`config.mk`:
```
export PLATFORM = sky130hd
export DESIGN_NAME = cnms_back
export DESIGN_NICKNAME = d
export VERILOG_FILES = /design/src/cnms_pkg.sv /design/src/cnms_back.sv
export SDC_FILE = /design/constraint.sdc
export NUM_CORES = 1
export LEC_CHECK = 0
export ABC_AREA = 1
export BUFFER_PORTS_ARGS = -buffer_cell sky130_fd_sc_hd__buf_2
export CAP_MARGIN = 40
export CORE_ASPECT_RATIO = 0.8
export CORE_MARGIN = 2
export CORE_UTILIZATION = 48
export CTS_CLUSTER_SIZE = 12
export DETAILED_ROUTE_END_ITERATION = 8
export PLACE_DENSITY = 0.75
export SLEW_MARGIN = 0
export SYNTH_ARGS = -nofsm -noshare
export SYNTH_HDL_FRONTEND = slang
export SYNTH_SLANG_ARGS = --single-unit
export TNS_END_PERCENT = 50
```
`constraint.sdc`:
```
create_clock -name clock -period 2.05 [get_ports clock]
set_input_delay 0.41 -clock clock [delete_from_list [all_inputs] [get_ports clock]]
set_output_delay 0.41 -clock clock [all_outputs]
set_load 0.1 [all_outputs]
```
`src/cnms_pkg.sv`:
```
// Shared types, constants and the direction quantizer for the Canny
// non-maximum suppression block. No dependencies.
package cnms_pkg;

   // Configuration register indexes
   localparam logic [1:0] CSR_FRAME_WIDTH  = 2'd0;
   localparam logic [1:0] CSR_FRAME_HEIGHT = 2'd1;

   // Smallest frame dimension that still holds a 3x3 window
   localparam int unsigned MIN_DIM = 3;

   // Largest frame the line stores, counters and result fields cover
   localparam int unsigned MAX_WIDTH  = 1024;
   localparam int unsigned MAX_HEIGHT = 4096;

   // Depth of the queue between front and back
   localparam int unsigned QUEUE_DEPTH = 4;

   // Angles in half degrees
   localparam logic [9:0] ANG_FULL  = 10'd720;  // 360 degrees
   localparam logic [9:0] ANG_HALF  = 10'd360;  // 180 degrees
   localparam logic [8:0] ANG_B45   = 9'd45;    // 22.5 degrees
   localparam logic [8:0] ANG_B135  = 9'd135;   // 67.5 degrees
   localparam logic [8:0] ANG_B225  = 9'd225;   // 112.5 degrees
   localparam logic [8:0] ANG_B315  = 9'd315;   // 157.5 degrees

   typedef enum logic [1:0] {
      SEC_HORZ    = 2'd0,
      SEC_DIAG45  = 2'd1,
      SEC_VERT    = 2'd2,
      SEC_DIAG135 = 2'd3
   } sector_type;

   typedef struct packed {
      logic [7:0] magnitude;
      logic [9:0] angle_half_deg;
   } req_type;

   typedef struct packed {
      logic [7:0]  suppressed_magnitude;
      logic [11:0] out_row;
      logic [9:0]  out_col;
      logic        frame_done;
   } rsp_type;

   // One classified pixel on its way from front to back
   typedef struct packed {
      logic [7:0]  up;
      logic [7:0]  mid;
      logic [7:0]  mag;
      sector_type  sector;
      logic        emit;
      logic        border;
      logic        last;
      logic [11:0] row;
      logic [9:0]  col;
   } item_type;

   // Quantize a gradient angle to one of four directions; each boundary
   // angle belongs to the sector that starts there.
   function automatic sector_type sector_of(input logic [9:0] angle);
      logic [9:0] a1;
      logic [8:0] a2;
      sector_type s;
      a1 = (angle >= ANG_FULL) ? angle - ANG_FULL : angle;
      a2 = (a1 >= ANG_HALF) ? 9'(a1 - ANG_HALF) : a1[8:0];
      if (a2 < ANG_B45 || a2 >= ANG_B315) begin
         s = SEC_HORZ;
      end else if (a2 < ANG_B135) begin
         s = SEC_DIAG45;
      end else if (a2 < ANG_B225) begin
         s = SEC_VERT;
      end else begin
         s = SEC_DIAG135;
      end
      return s;
   endfunction

endpackage

```
`src/cnms_back.sv`:
```
// Back end: slides the 3x3 window, picks the neighbour pair, decides
// suppression and holds the result register. Depends on cnms_pkg.
module cnms_back (
   input  logic               clock,
   input  logic               reset,
   input  logic               item_valid,
   input  cnms_pkg::item_type item,
   output logic               pop,
   output logic               rsp_valid,
   input  logic               rsp_stall,
   output cnms_pkg::rsp_type  rsp_data
);
   import cnms_pkg::*;

   // window columns: left (top, mid, bottom), centre (top, mid, bottom)
   logic [7:0] win_ff [6];
   sector_type centre_sec_ff;
   logic       rsp_valid_ff, rsp_valid_in;
   rsp_type    rsp_data_ff;
   logic [7:0] n1, n2, centre, result;

   assign pop    = item_valid && (!rsp_valid_ff || !rsp_stall);
   assign centre = win_ff[4];

   // Select the neighbours along the quantized direction
   always_comb begin
      unique case (centre_sec_ff)
         SEC_HORZ: begin
            n1 = win_ff[1];
            n2 = item.mid;
         end
         SEC_DIAG45: begin
            n1 = item.up;
            n2 = win_ff[2];
         end
         SEC_VERT: begin
            n1 = win_ff[3];
            n2 = win_ff[5];
         end
         SEC_DIAG135: begin
            n1 = win_ff[0];
            n2 = item.mag;
         end
         default: begin
            n1 = win_ff[1];
            n2 = item.mid;
         end
      endcase
      result = (!item.border && centre > n1 && centre > n2) ? centre : 8'd0;
   end

   // Shift the window and the centre direction
   always_ff @(posedge clock) begin
      if (reset) begin
         for (int i = 0; i < 6; i++) begin
            win_ff[i] <= '0;
         end
         centre_sec_ff <= SEC_HORZ;
      end else if (pop) begin
         win_ff[0]     <= win_ff[3];
         win_ff[1]     <= win_ff[4];
         win_ff[2]     <= win_ff[5];
         win_ff[3]     <= item.up;
         win_ff[4]     <= item.mid;
         win_ff[5]     <= item.mag;
         centre_sec_ff <= item.sector;
      end
   end

   // Output register: load on pop, drop after transfer, hold while stalled
   always_comb begin
      rsp_valid_in = rsp_valid_ff;
      if (pop) begin
         rsp_valid_in = item.emit;
      end else if (!rsp_stall) begin
         rsp_valid_in = 1'b0;
      end
   end

   always_ff @(posedge clock) begin
      if (reset) begin
         rsp_valid_ff <= 1'b0;
      end else begin
         rsp_valid_ff <= rsp_valid_in;
      end
   end

   always_ff @(posedge clock) begin
      if (pop) begin
         rsp_data_ff.suppressed_magnitude <= result;
         rsp_data_ff.out_row              <= item.row;
         rsp_data_ff.out_col              <= item.col;
         rsp_data_ff.frame_done           <= item.last;
      end
   end

   assign rsp_valid = rsp_valid_ff;
   assign rsp_data  = rsp_data_ff;

endmodule

```
==> flow_summary.yaml <==
timing:
  finalCritPeriodShare: 1.069
  finalSetupViolations: 8
  worst_pin_slew_ps: 495.8
  finClkSkew_ps: 6.865
  fin_ws_ps: -140.8
  period_needed_ps: 2191
  finalMaxSlewViolations: 0
  setup_tns_ps: -1068
  slew_headroom: 0.6718
  rsz0062_at_grt: "true"
  finalHoldViolCount: 0
  max_freq_ghz: 0.4564
critical_path:
  reg2reg_depth: 14
  critPathMaxFanout: 8
  rr_startpoint: "centre_sec_ff[1]$_SDFFE_PP0P_"
  cp.arrival_ps: 2310
  crit_type: "flip-flop to flip-flop"
  end_kind: "flip-flop"
  r2r_setup_slack_ps: -140
  cp_data_required_time_ps: 2170
  start_kind: "flip-flop"
  rr_endpoint: "rsp_data[27]$_SDFFCE_PN0P_"
cts:
  ctsLongestPathBuffers: 2
  clk_pin_slew_ps: 80
  hold_buffers: 0
  insertion_delay_ps: 360
  numCtsBuffers: 9
  h-tree-depth: 3
  root_buffer: "clkbuf_8"
  tritoncts: "done"
  clock-sinks: 82
finish:
  fin_area_um2: 4696
  fillers: 632
  final_cells: 555
  drive_above_1_share: 0.3444
  synthToLayoutAreaGrowth_pct: 25.14
  fin_nets: 516
  n_antenna_cell: 0
drt:
  avgRoutedWirePerCell_um: 14.19
  wirelength_met1_um: 3411
  via_count: 2738
  antenna_left: 0
  drt-initial-drc-count: 127
  drt_first_pass_iters: 4
  drt-vias-per-instance: 4.933
  wl_met3_um: 567
  wl_met2_um: 3807
  top_layer: "met4"
  drc: 0
  routed_wl_um: 7878
hold_path:
  hold_path_end: "rsp_valid$_SDFFE_PP0P_"
  min_path_cells: 2
  hold_class: "input pin to flip-flop"
  timing.hold.worst.start: "reset"
placed_design:
  place_ws_ps: -298.1
  io_buffers: 87
  hpwl_um: 5494
  dp_cells: 537
  placed_cell_area_um2: 4373
  gp_congestion: 0.9309
global_routing:
  grt-ovfl-total: 0
  grt_pass1_vias: 2615
  antenna_found_initial: 0
  track_usage: 0.1885
  grt_max_degree: 51
  grt_pass1_wl_um: 12250
yosys:
  yosysTopAreaCellShare: 0.6322
  yosys_warnings: 0
  post-synth-top-count-cell: "edfxtp_1"
  synthTopCellsByCount: "edfxtp_1, nor2_1, inv_1"
  async_flop_share: 0
  synth-main-ff-cell: "edfxtp_1"
  syn_area_um2: 3752
  avgSynthCellArea_um2: 11.00
  yosys_register_bits: 82
  synth_top_area_cell: "edfxtp_1"
  ys_top_cells_by_area: "edfxtp_1, nor2_1, inv_1"
  synth-seq-area-share: 0.6482
  synth_fp_nets: 412
  synth_cell_types: 21
  syn_inst: 341
  synth_edf_count: 79
pwr:
  cellLeakagePower_nw: 2.094
  max-vdd-ir-drop_mv: 0.3591
  p_per_area_nw_per_um2: 826.5
floorplanning:
  ios: 88
  fp.dieH_um: 83.08
  chipWidth_um: 102.9
  dieArea_um2: 8545
  num_rows: 28
  core_area_um2: 7497
  initial_core_util: 0.5005
status:
  status: "finished, violations left"
  violations: "setup timing"
job:
  drv_cap: 0
## worst max-delay path, stage by stage, from the launching register on
cell and delay (ps):
dfxtp_4 390, inv_4 50, nor2_4 160, buf_4 140
nand2_1 40, o211ai_1 130, o21ai_1 110, ha_1 330
nand2_2 90, nor2_4 80, nand2_1 60, nor2_1 120
nor2_2 70, nand3_4 110, nor2_1 60
## what timing repair did
action | CTS | global route
resized for setup | 15 | 24
pin swaps | 4 | 15
endpoints found under the setup margin | 8 | 8
setup buffers | 1 | 1
## layout make-up
type | instances | area, um2 | area share
clock inverters | 7 | 52.55 | 0.01119
well taps | 105 | 131.4 | 0.02798
flip-flops and latches | 82 | 2439 | 0.5193
repair buffers | 103 | 606.8 | 0.1292
inverters | 62 | 240.2 | 0.05116
multi-input cells | 187 | 1102 | 0.2347
clock buffers | 9 | 123.9 | 0.02638
## how the worst max path moves through the flow
| stage | from | end | slack [ps] | cells past startpoint |
|---|---|---|---|---|
| 3_3_place_gp | centre_sec_ff[0]$_SDFFE_PP0P_ | rsp_data[25]$_SDFFCE_PN0P_ | -200 | 13 |
| 3_5_place_dp | centre_sec_ff[0]$_SDFFE_PP0P_ | rsp_data[26]$_SDFFCE_PN0P_ | -300 | 13 |
| 4_1_cts | centre_sec_ff[1]$_SDFFE_PP0P_ | rsp_data[26]$_SDFFCE_PN0P_ | -70 | 14 |
| 5_1_grt | centre_sec_ff[1]$_SDFFE_PP0P_ | rsp_data[23]$_SDFFCE_PN0P_ | -270 | 13 |
| 6_report | centre_sec_ff[1]$_SDFFE_PP0P_ | rsp_data[27]$_SDFFCE_PN0P_ | -140 | 14 |
| 2_1_floorplan | centre_sec_ff[1]$_SDFFE_PP0P_ | rsp_data[23]$_SDFFCE_PN0P_ | -30 | 15 |
## layer usage
| metal | track usage | vias to the layer above |
|---|---|---|
| li1 | - | 1342 |
| met1 | 0.2466 | 1276 |
| met2 | 0.3012 | 110 |
| met3 | 0.06229 | 10 |
| met4 | 0.05144 | 0 |
| met5 | 0 | - |
## report_power, final
group | total [mW] | switching (mW) | internal [mW]
Clock | 1.05 | 0.604 | 0.450
Sequential | 2.01 | 0.0500 | 1.96
Combinational | 0.820 | 0.586 | 0.233
## stage by stage
stage / util / total power, mW / hold slack (ps)
2_1_floorplan: - / 2.598 / 471.7
3_3_place_gp: 0.5833 / 2.767 / 454.1
3_5_place_dp: 0.5833 / 2.791 / 462.8
4_1_cts: 0.6148 / 3.865 / 193.4
5_1_grt: 0.6263 / 4.068 / 192.3
6_report: 0.6263 / 3.881 / 212.7
## cells in the final DEF, fill, tap and decap left out, types with 2 or more instances in the layout
master	netlist	final
clkbuf_8	0	9
buf_12	0	3
nor2_1	63	57
nor2_2	0	5
ha_1	16	16
dfxtp_2	0	2
clkinv_1	0	2
nand3_1	3	2
buf_4	0	11
nand2_4	0	2
inv_4	0	3
nor2_4	1	2
nand2_1	52	38
inv_6	0	2
o21ai_1	13	13
edfxtp_1	79	79
o21ai_0	13	13
o2111ai_2	0	5
nand2_2	1	13
buf_2	3	86
inv_1	58	57
o2111ai_1	8	3
o211ai_1	8	8
buf_6	6	3
a21oi_1	6	5
inv_2	4	2
## cell families (layout without fill, tap and decap cells)
family	Yosys count	after routing	share of synthesized area
adders and majority gates	16	16	0.05335
AOI/OAI and AO/OA	50	50	0.08136
and+or+nand+nor	121	121	0.1290
buffers and inverters	72	181	0.08802
DFF	82	82	0.6482
## sequential cells by signal, indices dropped and copies added, names as in the netlist
name and flops:
win_ff 48, rsp_valid 1, rsp_data 31, centre_sec_ff 2
Note: power is estimated with default switching activity, not from simulation.
