File: config.mk
export PLATFORM = sky130hd
export DESIGN_NAME = cnms_queue
export DESIGN_NICKNAME = d
export VERILOG_FILES = /design/src/cnms_pkg.sv /design/src/cnms_queue.sv
export SDC_FILE = /design/constraint.sdc
export NUM_CORES = 1
export LEC_CHECK = 0
export ABC_AREA = 1
export BUFFER_PORTS_ARGS = -buffer_cell sky130_fd_sc_hd__buf_2
export CAP_MARGIN = 20
export CORE_AREA = 2 2 130 132
export CTS_CLUSTER_SIZE = 10
export DETAILED_ROUTE_END_ITERATION = 12
export DIE_AREA = 0 0 132 134
export GPL_ROUTABILITY_DRIVEN = 0
export MAX_ROUTING_LAYER = met4
export PLACE_DENSITY = 0.72
export SYNTH_ARGS = -nofsm -noshare
export SYNTH_HDL_FRONTEND = slang
export SYNTH_SLANG_ARGS = --single-unit
export TNS_END_PERCENT = 20
File: constraint.sdc
create_clock -name clock -period 2.3 [get_ports clock]
set_input_delay 0.115 -clock clock [delete_from_list [all_inputs] [get_ports clock]]
set_output_delay 0.115 -clock clock [all_outputs]
set_load 0.01 [all_outputs]
File: src/cnms_pkg.sv
// Shared types, constants and the direction quantizer for the Canny
// non-maximum suppression block. No dependencies.
package cnms_pkg;

   // Configuration register indexes
   localparam logic [1:0] CSR_FRAME_WIDTH  = 2'd0;
   localparam logic [1:0] CSR_FRAME_HEIGHT = 2'd1;

   // Smallest frame dimension that still holds a 3x3 window
   localparam int unsigned MIN_DIM = 3;

   // Largest frame the line stores, counters and result fields cover
   localparam int unsigned MAX_WIDTH  = 1024;
   localparam int unsigned MAX_HEIGHT = 4096;

   // Depth of the queue between front and back
   localparam int unsigned QUEUE_DEPTH = 4;

   // Angles in half degrees
   localparam logic [9:0] ANG_FULL  = 10'd720;  // 360 degrees
   localparam logic [9:0] ANG_HALF  = 10'd360;  // 180 degrees
   localparam logic [8:0] ANG_B45   = 9'd45;    // 22.5 degrees
   localparam logic [8:0] ANG_B135  = 9'd135;   // 67.5 degrees
   localparam logic [8:0] ANG_B225  = 9'd225;   // 112.5 degrees
   localparam logic [8:0] ANG_B315  = 9'd315;   // 157.5 degrees

   typedef enum logic [1:0] {
      SEC_HORZ    = 2'd0,
      SEC_DIAG45  = 2'd1,
      SEC_VERT    = 2'd2,
      SEC_DIAG135 = 2'd3
   } sector_type;

   typedef struct packed {
      logic [7:0] magnitude;
      logic [9:0] angle_half_deg;
   } req_type;

   typedef struct packed {
      logic [7:0]  suppressed_magnitude;
      logic [11:0] out_row;
      logic [9:0]  out_col;
      logic        frame_done;
   } rsp_type;

   // One classified pixel on its way from front to back
   typedef struct packed {
      logic [7:0]  up;
      logic [7:0]  mid;
      logic [7:0]  mag;
      sector_type  sector;
      logic        emit;
      logic        border;
      logic        last;
      logic [11:0] row;
      logic [9:0]  col;
   } item_type;

   // Quantize a gradient angle to one of four directions; each boundary
   // angle belongs to the sector that starts there.
   function automatic sector_type sector_of(input logic [9:0] angle);
      logic [9:0] a1;
      logic [8:0] a2;
      sector_type s;
      a1 = (angle >= ANG_FULL) ? angle - ANG_FULL : angle;
      a2 = (a1 >= ANG_HALF) ? 9'(a1 - ANG_HALF) : a1[8:0];
      if (a2 < ANG_B45 || a2 >= ANG_B315) begin
         s = SEC_HORZ;
      end else if (a2 < ANG_B135) begin
         s = SEC_DIAG45;
      end else if (a2 < ANG_B225) begin
         s = SEC_VERT;
      end else begin
         s = SEC_DIAG135;
      end
      return s;
   endfunction

endpackage

File: src/cnms_queue.sv
// Short register FIFO between the front and the back end.
// Depends on cnms_pkg for the entry type.
module cnms_queue #(
   parameter int unsigned DEPTH = 4
) (
   input  logic                       clock,
   input  logic                       reset,
   input  logic                       push,
   input  cnms_pkg::item_type         push_data,
   input  logic                       pop,
   output logic                       pop_valid,
   output cnms_pkg::item_type         pop_data,
   output logic [$clog2(DEPTH+1)-1:0] count
);
   import cnms_pkg::*;

   localparam int unsigned PW = $clog2(DEPTH);
   localparam int unsigned CW = $clog2(DEPTH + 1);

   item_type         entry_ff [DEPTH];
   logic [PW-1:0]    wr_ptr_ff, rd_ptr_ff;
   logic [CW-1:0]    count_ff, count_in;

   // Track occupancy
   always_comb begin
      count_in = count_ff;
      if (push && !pop) begin
         count_in = count_ff + CW'(1);
      end else if (pop && !push) begin
         count_in = count_ff - CW'(1);
      end
   end

   always_ff @(posedge clock) begin
      if (reset) begin
         wr_ptr_ff <= '0;
         rd_ptr_ff <= '0;
         count_ff  <= '0;
      end else begin
         count_ff <= count_in;
         if (push) begin
            wr_ptr_ff <= (32'(wr_ptr_ff) == DEPTH - 1) ? '0 : wr_ptr_ff + PW'(1);
         end
         if (pop) begin
            rd_ptr_ff <= (32'(rd_ptr_ff) == DEPTH - 1) ? '0 : rd_ptr_ff + PW'(1);
         end
      end
   end

   // Store entries
   always_ff @(posedge clock) begin
      if (push) begin
         entry_ff[wr_ptr_ff] <= push_data;
      end
   end

   assign pop_valid = (count_ff != '0);
   assign pop_data  = entry_ff[rd_ptr_ff];
   assign count     = count_ff;

endmodule

==> summary.txt, run 1 <==
Run status
  • Status: finished, final reports clean

Yosys
  • Post-Synth XOR/XNOR Area: 0.00109
  • Ys flop type: edfxtp_1
  • Top-area cell type share of the netlist area: 0.761
  • Netlist area before placement: 0.00805 mm2
  • Synth Area per Inst: 14.6 um2
  • Post-synth ARST share: 0
  • Flip-flop and latch count after synthesis: 213
  • Mux share of post-synthesis cell area: 0
  • Gate Count Post-Synth: 552
  • Largest family of logic cells by synthesized area: compound AO/OA/AOI/OAI gates
  • Largest area contributor in the netlist: edfxtp_1
  • Complex-gate fraction of the synthesized area: 0.107
  • Simple-gate share of the synthesized area: 0.0586
  • Synth area leaders: edfxtp_1 (76%), nor2_1 (5.2%), o22ai_1 (4.0%)
  • Post-synth EDFFs: 204
  • Synth cell types: 22
  • Share of the yosys chip area belonging to registers: 0.783
  • Syn Nets: 614
  • Adder-Cell Fraction of Synth Area: 0.0118
  • Warnings from Yosys: 0

Timing
  • RSZ-0062 raised after global routing: no
  • Worst Skew: 0.00709 ns
  • Max Freq: 0.464 GHz
  • Final hold vios: 0
  • Worst rel slew slack: 0.626
  • Hold WS: 0.365 ns
  • Min Tclk post-route: 2.15 ns
  • Worst Tran Pin Value: 0.561 ns
  • Total negative slack: 0 ns
  • Post-route clock period utilization: 0.937
  • Setup-failing EPs final: 0
  • Max Slew Vio Count: 0

Critical path
  • Worst setup path endpoint: pop_data[12]
  • CP Max Fanout: 54
  • Crit path cell chain: clkinv_2, buf_12, nor2_1, o22ai_1, buf_2
  • Slowest stage delay, CP: 0.35 ns
  • WP data required: 2.18 ns
  • Worst R2R Path Depth: 4
  • R2r setup slk: 0.69 ns
  • Startpoint types: flop
  • Worst R2R Start: wr_ptr_ff[0]$_SDFFE_PP0P_
  • CP Capture Type: output pin
  • Crit path max-delay cell type: dfxtp_4
  • WP data arrival: 2.04 ns
  • Setup CP Type: flop to output pin
  • Worst R2R End: entry_ff[1][35]$_DFFE_PP_

CTS
  • Inserted Clock Buffers: 25
  • CTS Buffer Depth: 3
  • Clock root buffer: clkbuf_16
  • CTS tree: built
  • Worst skew pair latency: 0.50 ns
  • Number of clock sinks: 213
  • Post-CTS Setup Inserts: 0
  • Worst-path clk slew: 0.06 ns
  • H-tree depth: 1

Drt
  • DRT antenna net count: 0
  • Routed wire length: 16.9 mm
  • DR WL/cell: 17.6 um
  • Drt via density: 5.29
  • Via count: 5081
  • Initial DRT Pass Iterations: 5
  • # DRC: 0
  • Iter 0 DRT Violations: 402

GRT
  • Global-route wire length before repair: 26.6 mm
  • Vias in the first global route: 5266
  • Initial antenna violation count: 0
  • Largest net degree at the start of global routing: 103
  • Total gr overflow: 0
  • GRT Total Usage: 0.196

Die
  • Die H: 134 um
  • Initial Util: 0.494
  • DIE AREA: 0.0177 mm2
  • Core Region: 0.0163 mm2
  • Top Ports: 110
  • Die width: 132 um
  • Std cell rows: 47

Worst hold path
  • Hold Crit Class: primary input to flop
  • Hold wc startpoint: push_data[39]

Finish
  • Final core utilization: 0.617
  • Commonest non-fill, non-tap cell in the layout: edfxtp_1
  • Nets: 785
  • Layout area overhead: 24.9%
  • Share of cells above drive strength 1: 0.211
  • Most frequent cells in the layout: edfxtp_1 (204), nor2_1 (111), buf_2 (109)
  • Antenna cells: 0

Power and ir drop
  • Pwr/cell area: 878 mW/mm2
  • VDD IR-drop max: 0.000472 V
  • Leak Pwr: 0.00362 uW

Place
  • Detailed Place HPWL: 9.49 mm
  • I/O Buffers: 109

Flow run
  • MaxCap Viol Count: 0
critical path, delay by kind of cell (launching register included):
kind / cells / cell delay (ns)
buf+inv: 3 / 0.76
compound gates: 1 / 0.31
simple gates: 1 / 0.07
flops: 1 / 0.35
state kept, by name, indices dropped and copies added (netlist names), named ones only:
signal,flops
count,3
entry_ff,204
wr_ptr_ff,2
rd_ptr_ff,2
cell families (layout without fill, tap and decap cells):
group / Yosys count / count (layout)
AOI/OAI and AO/OA: 159 / 159
xor gates and xnor gates: 1 / 1
adders and majority gates: 7 / 7
buffers and inverters: 48 / 237
DFF: 213 / 213
and+or+nand+nor: 124 / 124
where the power goes:
part | internal [uW] | switching, uW
logic | 360 | 574
registers | 4430 | 48.4
clock network | 2030 | 1380
total | 6820 | 2010
routing by layer:
layer	vias to the layer above	share of wire	track usage	wire length [um]
li1	2405	-	-	-
met1	2455	0.42	0.242	7060
met2	178	0.49	0.323	8310
met3	43	0.063	0.0374	1070
met4	0	0.026	0.0737	442
met5	-	0	-	0
repair_timing:
| item | 4_1_cts | 5_1_grt |
|---|---|---|
| hold endpoints to repair | 211 | 0 |
| hold buffers | 54 | 0 |
| resized for setup | 0 | 0 |
cells in the mapped netlist, types with 2 or more instances:
cell and n:
edfxtp_1 204, nor2_1 111, o21ai_1 60, o22ai_1 51, o21ai_0 45, inv_1 14, buf_6 11, dfxtp_1 9
nand2_1 9, buf_2 7, ha_1 6, buf_4 5, clkbuf_1 5, a21oi_1 3, clkbuf_2 2, clkbuf_8 2
inv_2 2, nor3_1 2
per-stage QoR:
stage	std cells	total power (uW)	instance area, um2	worst slack [ns]
global route	961	9160	10100	0.0886
global placement	862	5380	8810	0.728
finish	961	8830	10100	0.145
floorplan	552	5060	8050	0.309
CTS	961	8890	10100	0.202
detailed placement	862	5420	8810	0.692
worst min path at each step:
stage | end | slack, ns | cells after the start
floorplan | count[0]$_SDFFE_PP0P_ | 0.19 | 1
global placement | entry_ff[0][19]$_DFFE_PP_ | 0.32 | 1
detailed placement | entry_ff[3][10]$_DFFE_PP_ | 0.33 | 1
CTS | entry_ff[3][18]$_DFFE_PP_ | 0.36 | 2
global route | entry_ff[2][7]$_DFFE_PP_ | 0.36 | 2
finish | entry_ff[3][39]$_DFFE_PP_ | 0.37 | 2
layout make-up:
class	instances	area [um2]
inverter	16	61.3
clock buffer	44	697
multi-input combinational	291	1440
timing repair buffer	176	1270
fill	1195	6230
sequential	213	6310
clock inverter	1	7.51
tap	220	275
No activity file was read; power rests on OpenSTA's default activity.
==> inputs of run 2 (changes only) <==
- PLACE_DENSITY: 0.72 -> 0.67
==> summary.txt, run 2 (synthesis results as in run 1) <==
Worst hold path
  • Hold wc startpoint: push_data[3] (was push_data[39])
  • Hold EP: entry_ff[0][3]$_DFFE_PP_ (was entry_ff[3][39]$_DFFE_PP_)
  • Hold Crit Class: primary input to flop (unchanged)
  • WHS Path Cells: 2 (unchanged)

Finish
  • Layout area overhead: 25.0% (was 24.9%)
  • Final core utilization: 0.618 (was 0.617)
  • Antenna cells: 0 (unchanged)
  • Nets: 784 (was 785)
  • Largest register FFs: 204 (unchanged)
  • Share of cells above drive strength 1: 0.211 (unchanged)
  • Commonest non-fill, non-tap cell in the layout: edfxtp_1 (unchanged)
  • Register with the most flip-flops: entry_ff (unchanged)
  • Most frequent cells in the layout: edfxtp_1 (204), nor2_1 (111), buf_2 (109) (unchanged)

Critical path
  • Startpoint types: flop (unchanged)
  • Setup CP Type: flop to output pin (unchanged)
  • CP Max Fanout: 74 (was 54)
  • Worst R2R End: entry_ff[0][6]$_DFFE_PP_ (was entry_ff[1][35]$_DFFE_PP_)
  • Crit path max-delay cell type: dfxtp_4 (unchanged)
  • Worst R2R Path Depth: 5 (was 4)
  • Crit-path leading delay family: flip-flops (was buffers and inverters)
  • CP Capture Type: output pin (unchanged)
  • Crit path cell chain: buf_16, o21ai_0, o22ai_1, buf_2 (was clkinv_2, buf_12, nor2_1, o22ai_1, buf_2)
  • Buf/Inv on CP: 2 (was 3)
  • R2r setup slk: 0.68 ns (was 0.69 ns)
  • Slowest stage delay, CP: 0.56 ns (was 0.35 ns)
  • WP data required: 2.18 ns (about the same)
  • WP data arrival: 2.07 ns (was 2.04 ns)
  • Worst R2R Start: wr_ptr_ff[0]$_SDFFE_PP0P_ (unchanged)

Timing
  • Total negative slack: 0 ns (unchanged)
  • Worst Skew: 0.0102 ns (was 0.00709 ns)
  • RSZ-0062 raised after global routing: no (unchanged)
  • Post-route clock period utilization: 0.951 (was 0.937)
  • Max Freq: 0.457 GHz (was 0.464 GHz)
  • Setup-failing EPs final: 0 (unchanged)
  • Max Slew Vio Count: 0 (unchanged)
  • Worst Tran Pin Value: 0.578 ns (was 0.561 ns)
  • Final hold vios: 0 (unchanged)
  • Worst rel slew slack: 0.614 (was 0.626)
  • Min Tclk post-route: 2.19 ns (was 2.15 ns)

Power and ir drop
  • Combinational power share: 0.106 (about the same)
  • P_int: 6840 uW (was 6820 uW)
  • Sequential share of power: 0.508 (about the same)
  • Clock Power Share: 0.386 (was 0.387)
  • Switch share: 0.227 (about the same)
  • Leak Pwr: 0.00362 uW (about the same)
  • Pwr/cell area: 879 mW/mm2 (was 878 mW/mm2)
  • VDD IR-drop max: 0.000566 V (was 0.000472 V)
  • Net Sw Power: 2010 uW (about the same)

Die
  • Die width: 132 um (unchanged)
  • Std cell rows: 47 (unchanged)
  • Top Ports: 110 (unchanged)
  • Die H: 134 um (unchanged)
  • DIE AREA: 0.0177 mm2 (unchanged)
  • Initial Util: 0.494 (unchanged)
  • Core Region: 0.0163 mm2 (unchanged)

Drt
  • Drt via density: 5.29 (about the same)
  • # DRC: 0 (unchanged)
  • Iter 0 DRT Violations: 367 (was 402)
  • Initial DRT Pass Iterations: 4 (was 5)
  • DR WL/cell: 17.7 um (was 17.6 um)
  • Routed wire length: 17.0 mm (was 16.9 mm)
  • Via count: 5082 (was 5081)
  • DRT antenna net count: 0 (unchanged)

CTS
  • Worst skew pair latency: 0.51 ns (was 0.50 ns)
  • Worst-path clk slew: 0.05 ns (was 0.06 ns)
  • CTS tree: built (unchanged)
  • Number of clock sinks: 213 (unchanged)
  • CTS Buffer Depth: 3 (unchanged)
  • H-tree depth: 1 (unchanged)
  • Inserted Clock Buffers: 25 (unchanged)
  • Clock root buffer: clkbuf_16 (unchanged)

GRT
  • Global-route wire length before repair: 26.9 mm (was 26.6 mm)
  • Vias in the first global route: 5149 (was 5266)
  • Initial antenna violation count: 0 (unchanged)
  • Largest net degree at the start of global routing: 75 (was 103)
  • Total gr overflow: 0 (unchanged)
  • GRT Total Usage: 0.198 (was 0.196)

Place
  • Detailed Place HPWL: 9.56 mm (was 9.49 mm)
  • I/O Buffers: 109 (unchanged)

Run status
  • Status: finished, final reports clean (unchanged)

Flow run
  • MaxCap Viol Count: 0 (unchanged)
run 2: worst max path at each step:
stage / end / slack, ns / depth (start not counted)
3_5_place_dp: pop_data[5] / 0.64 / 4
6_report: pop_data[5] / 0.11 / 4
4_1_cts: pop_data[5] / 0.10 / 4
2_1_floorplan: entry_ff[3][0]$_DFFE_PP_ / 0.31 / 3
3_3_place_gp: pop_data[5] / 0.70 / 4
5_1_grt: pop_data[5] / 0.006 / 4
run 2: layout make-up:
cell class / instances / area [um2]
inverter: 16 / 61.3
sequential: 213 / 6310
fill: 1247 / 6220
clock inverter: 2 / 17.5
clock buffer: 44 / 697
tap: 220 / 275
timing repair buffer: 175 / 1270
multi-input combinational: 291 / 1440
run 2: repair_timing:
action                                  in CTS  in global routing
buffers inserted                             0                  0
endpoints found under the setup margin       0                  1
hold buffers                                54                  0
gates resized for setup                      0                  1
hold endpoints to repair                   212                  0
run 2: through the flow:
stage          instances  setup WS, ns  total power, uW  hold slack (ns)  cell area, um2
2_1_floorplan        552         0.309             5060            0.187            8050
3_3_place_gp         861         0.701             5400            0.325            8810
3_5_place_dp         861         0.640             5440            0.330            8810
4_1_cts              961         0.104             8910            0.350           10100
5_1_grt              961       0.00559             9180            0.367           10100
6_report             961         0.114             8850            0.360           10100
run 2: metal layers:
layer | part of all wire | up-vias | track usage | wire (um)
li1 | - | 2411 | - | -
met2 | 0.49 | 151 | 0.328 | 8280
met5 | 0 | - | - | 0
met4 | 0.015 | 0 | 0.0513 | 252
met3 | 0.055 | 25 | 0.0336 | 928
met1 | 0.44 | 2495 | 0.258 | 7560
run 2: power groups by stage:
stage / logic (uW) / clock network (uW) / registers, uW
after floorplan: 502 / 0 / 4560
after global placement: 840 / 0 / 4560
after detailed placement: 864 / 0 / 4570
after CTS: 941 / 3480 / 4490
after global routing: 1020 / 3650 / 4510
final: 934 / 3420 / 4490
==> inputs of run 3 (changes only) <==
- CORE_AREA: 2 2 130 132 -> 2 2 162 164
- DIE_AREA: 0 0 132 134 -> 0 0 164 166
- PLACE_DENSITY: 0.67 -> unset
==> summary.txt, run 3 (synthesis results as in run 1) <==
Die
  • DIE AREA: 0.0272 mm2 (was 0.0177 mm2)
  • Std cell rows: 59 (was 47)
  • Die H: 166 um (was 134 um)
  • Top Ports: 110 (unchanged)
  • Core Region: 0.0256 mm2 (was 0.0163 mm2)
  • Die width: 164 um (was 132 um)
  • Initial Util: 0.314 (was 0.494)

Critical path
  • WP data required: 2.18 ns (about the same)
  • Crit path max-delay cell type: dfxtp_2 (was dfxtp_4)
  • CP Max Fanout: 19 (was 74)
  • CP Capture Type: output pin (unchanged)
  • Slowest stage delay, CP: 0.59 ns (was 0.56 ns)
  • Setup CP Type: flop to output pin (unchanged)
  • Startpoint types: flop (unchanged)
  • Crit path cell chain: buf_4, o21ai_1, o22ai_1, buf_2 (was buf_16, o21ai_0, o22ai_1, buf_2)
  • WP data arrival: 2.04 ns (was 2.07 ns)

CTS
  • Worst-path clk slew: 0.06 ns (was 0.05 ns)
  • CTS Buffer Depth: 3 (unchanged)
  • Number of clock sinks: 213 (unchanged)
  • Post-CTS Setup Inserts: 0 (unchanged)
  • Inserted Clock Buffers: 26 (was 25)
  • Worst skew pair latency: 0.51 ns (about the same)
  • CTS tree: built (unchanged)
  • Clock root buffer: clkbuf_16 (unchanged)
  • H-tree depth: 1 (unchanged)

Timing
  • Worst Skew: 0.00813 ns (was 0.0102 ns)
  • Total negative slack: 0 ns (unchanged)
  • Max Slew Vio Count: 0 (unchanged)
  • Final hold vios: 0 (unchanged)
  • Max Freq: 0.465 GHz (was 0.457 GHz)
  • Min Tclk post-route: 2.15 ns (was 2.19 ns)
  • Setup-failing EPs final: 0 (unchanged)
  • Worst rel slew slack: 0.692 (was 0.614)
  • Post-route clock period utilization: 0.935 (was 0.951)
  • Worst Tran Pin Value: 0.463 ns (was 0.578 ns)
  • Hold WS: 0.349 ns (was 0.360 ns)
  • RSZ-0062 raised after global routing: no (unchanged)

Drt
  • Initial DRT Pass Iterations: 4 (unchanged)
  • Routed wire length: 16.8 mm (was 17.0 mm)
  • DR WL/cell: 15.7 um (was 17.7 um)
  • DRT antenna net count: 0 (unchanged)
  • # DRC: 0 (unchanged)
  • Via count: 5027 (was 5082)
  • Iter 0 DRT Violations: 381 (was 367)
  • Drt via density: 4.69 (was 5.29)

GRT
  • Initial antenna violation count: 1 (was 0)
  • Largest net degree at the start of global routing: 103 (was 75)
  • Total gr overflow: 0 (unchanged)
  • GRT Total Usage: 0.127 (was 0.198)
  • Global-route wire length before repair: 26.4 mm (was 26.9 mm)
  • Vias in the first global route: 5032 (was 5149)

Finish
  • Most frequent cells in the layout: edfxtp_1 (204), nor2_1 (111), buf_2 (109) (unchanged)
  • Layout area overhead: 27.2% (was 25.0%)
  • Largest register FFs: 204 (unchanged)
  • Register with the most flip-flops: entry_ff (unchanged)
  • Nets: 784 (unchanged)
  • Post-route insts no fill: 1071 (was 961)
  • Share of cells above drive strength 1: 0.216 (was 0.211)
  • Commonest non-fill, non-tap cell in the layout: edfxtp_1 (unchanged)

Power and ir drop
  • Pwr/cell area: 874 mW/mm2 (was 879 mW/mm2)
  • VDD IR-drop max: 0.000331 V (was 0.000566 V)
  • Leak Pwr: 0.00364 uW (was 0.00362 uW)
  • Total power: 8960 uW (was 8850 uW)

Worst hold path
  • Hold Crit Class: primary input to flop (unchanged)

Place
  • I/O Buffers: 109 (unchanged)
  • Cell Count Post-Placement: 975 (was 861)
  • Detailed Place HPWL: 9.16 mm (was 9.56 mm)

Run status
  • Status: finished, final reports clean (unchanged)

Flow run
  • MaxCap Viol Count: 0 (unchanged)
## run 3: changes by cell type in the layout (fill, tap and decap cells not counted), sizes merged
cell and delta:
clkbuf -7, clkinv +1, buf -1, clkinvlp +1
diode +1
## run 3: critical path, delay by kind of cell, from the launching register on
family	cells	cell delay [ns]
compound gates	2	0.39
flops	1	0.59
buf+inv	2	0.54
## run 3: per-layer routing
metal | share of wire | global-route usage | wire, um
met1 | 0.44 | 0.161 | 7410
met2 | 0.49 | 0.205 | 8210
met3 | 0.049 | 0.0270 | 826
met4 | 0.021 | 0.0385 | 355
met5 | 0 | - | 0
## run 3: final cells by class
type	instances	area [um2]
sequential	213	6310
clock buffer	37	723
tap	335	419
fill	2377	15400
clock inverter	4	21.3
inverter	16	65.1
timing repair buffer	174	1270
multi-input combinational	291	1440
antenna	1	2.50
## run 3: worst paths after layout
check                       startpoint                        end  slack [ns]  cells after the start
max reg2reg  wr_ptr_ff[0]$_SDFFE_PP0P_   entry_ff[3][5]$_DFFE_PP_        0.91                      4
min reg2reg  wr_ptr_ff[1]$_SDFFE_PP0P_  wr_ptr_ff[1]$_SDFFE_PP0P_        0.54                      2
min                      push_data[16]  entry_ff[0][16]$_DFFE_PP_        0.35                      2
max                               flop               pop_data[34]        0.15                      4
## run 3: stage by stage
stage	setup WS [ns]	util	area, um2
finish	0.150	0.400	10200
global route	0.00332	0.400	10200
CTS	0.0622	0.400	10200
detailed placement	0.535	0.350	8950
global placement	0.548	0.350	8950
floorplan	0.309	-	8050
## run 3: timing repair
item                                    4_1_cts  5_1_grt
endpoints found under the setup margin        1        2
hold endpoints to repair                    213        0
hold buffers                                 54        0
resized for setup                             1        1
pin swaps                                     0        0
## run 3: report_power, final
group | switching [uW] | leakage (uW) | total, uW | internal [uW]
Sequential | 54.4 | 0.00195 | 4490 | 4430
Clock | 1400 | 0.000360 | 3540 | 2150
Combinational | 557 | 0.00133 | 923 | 365
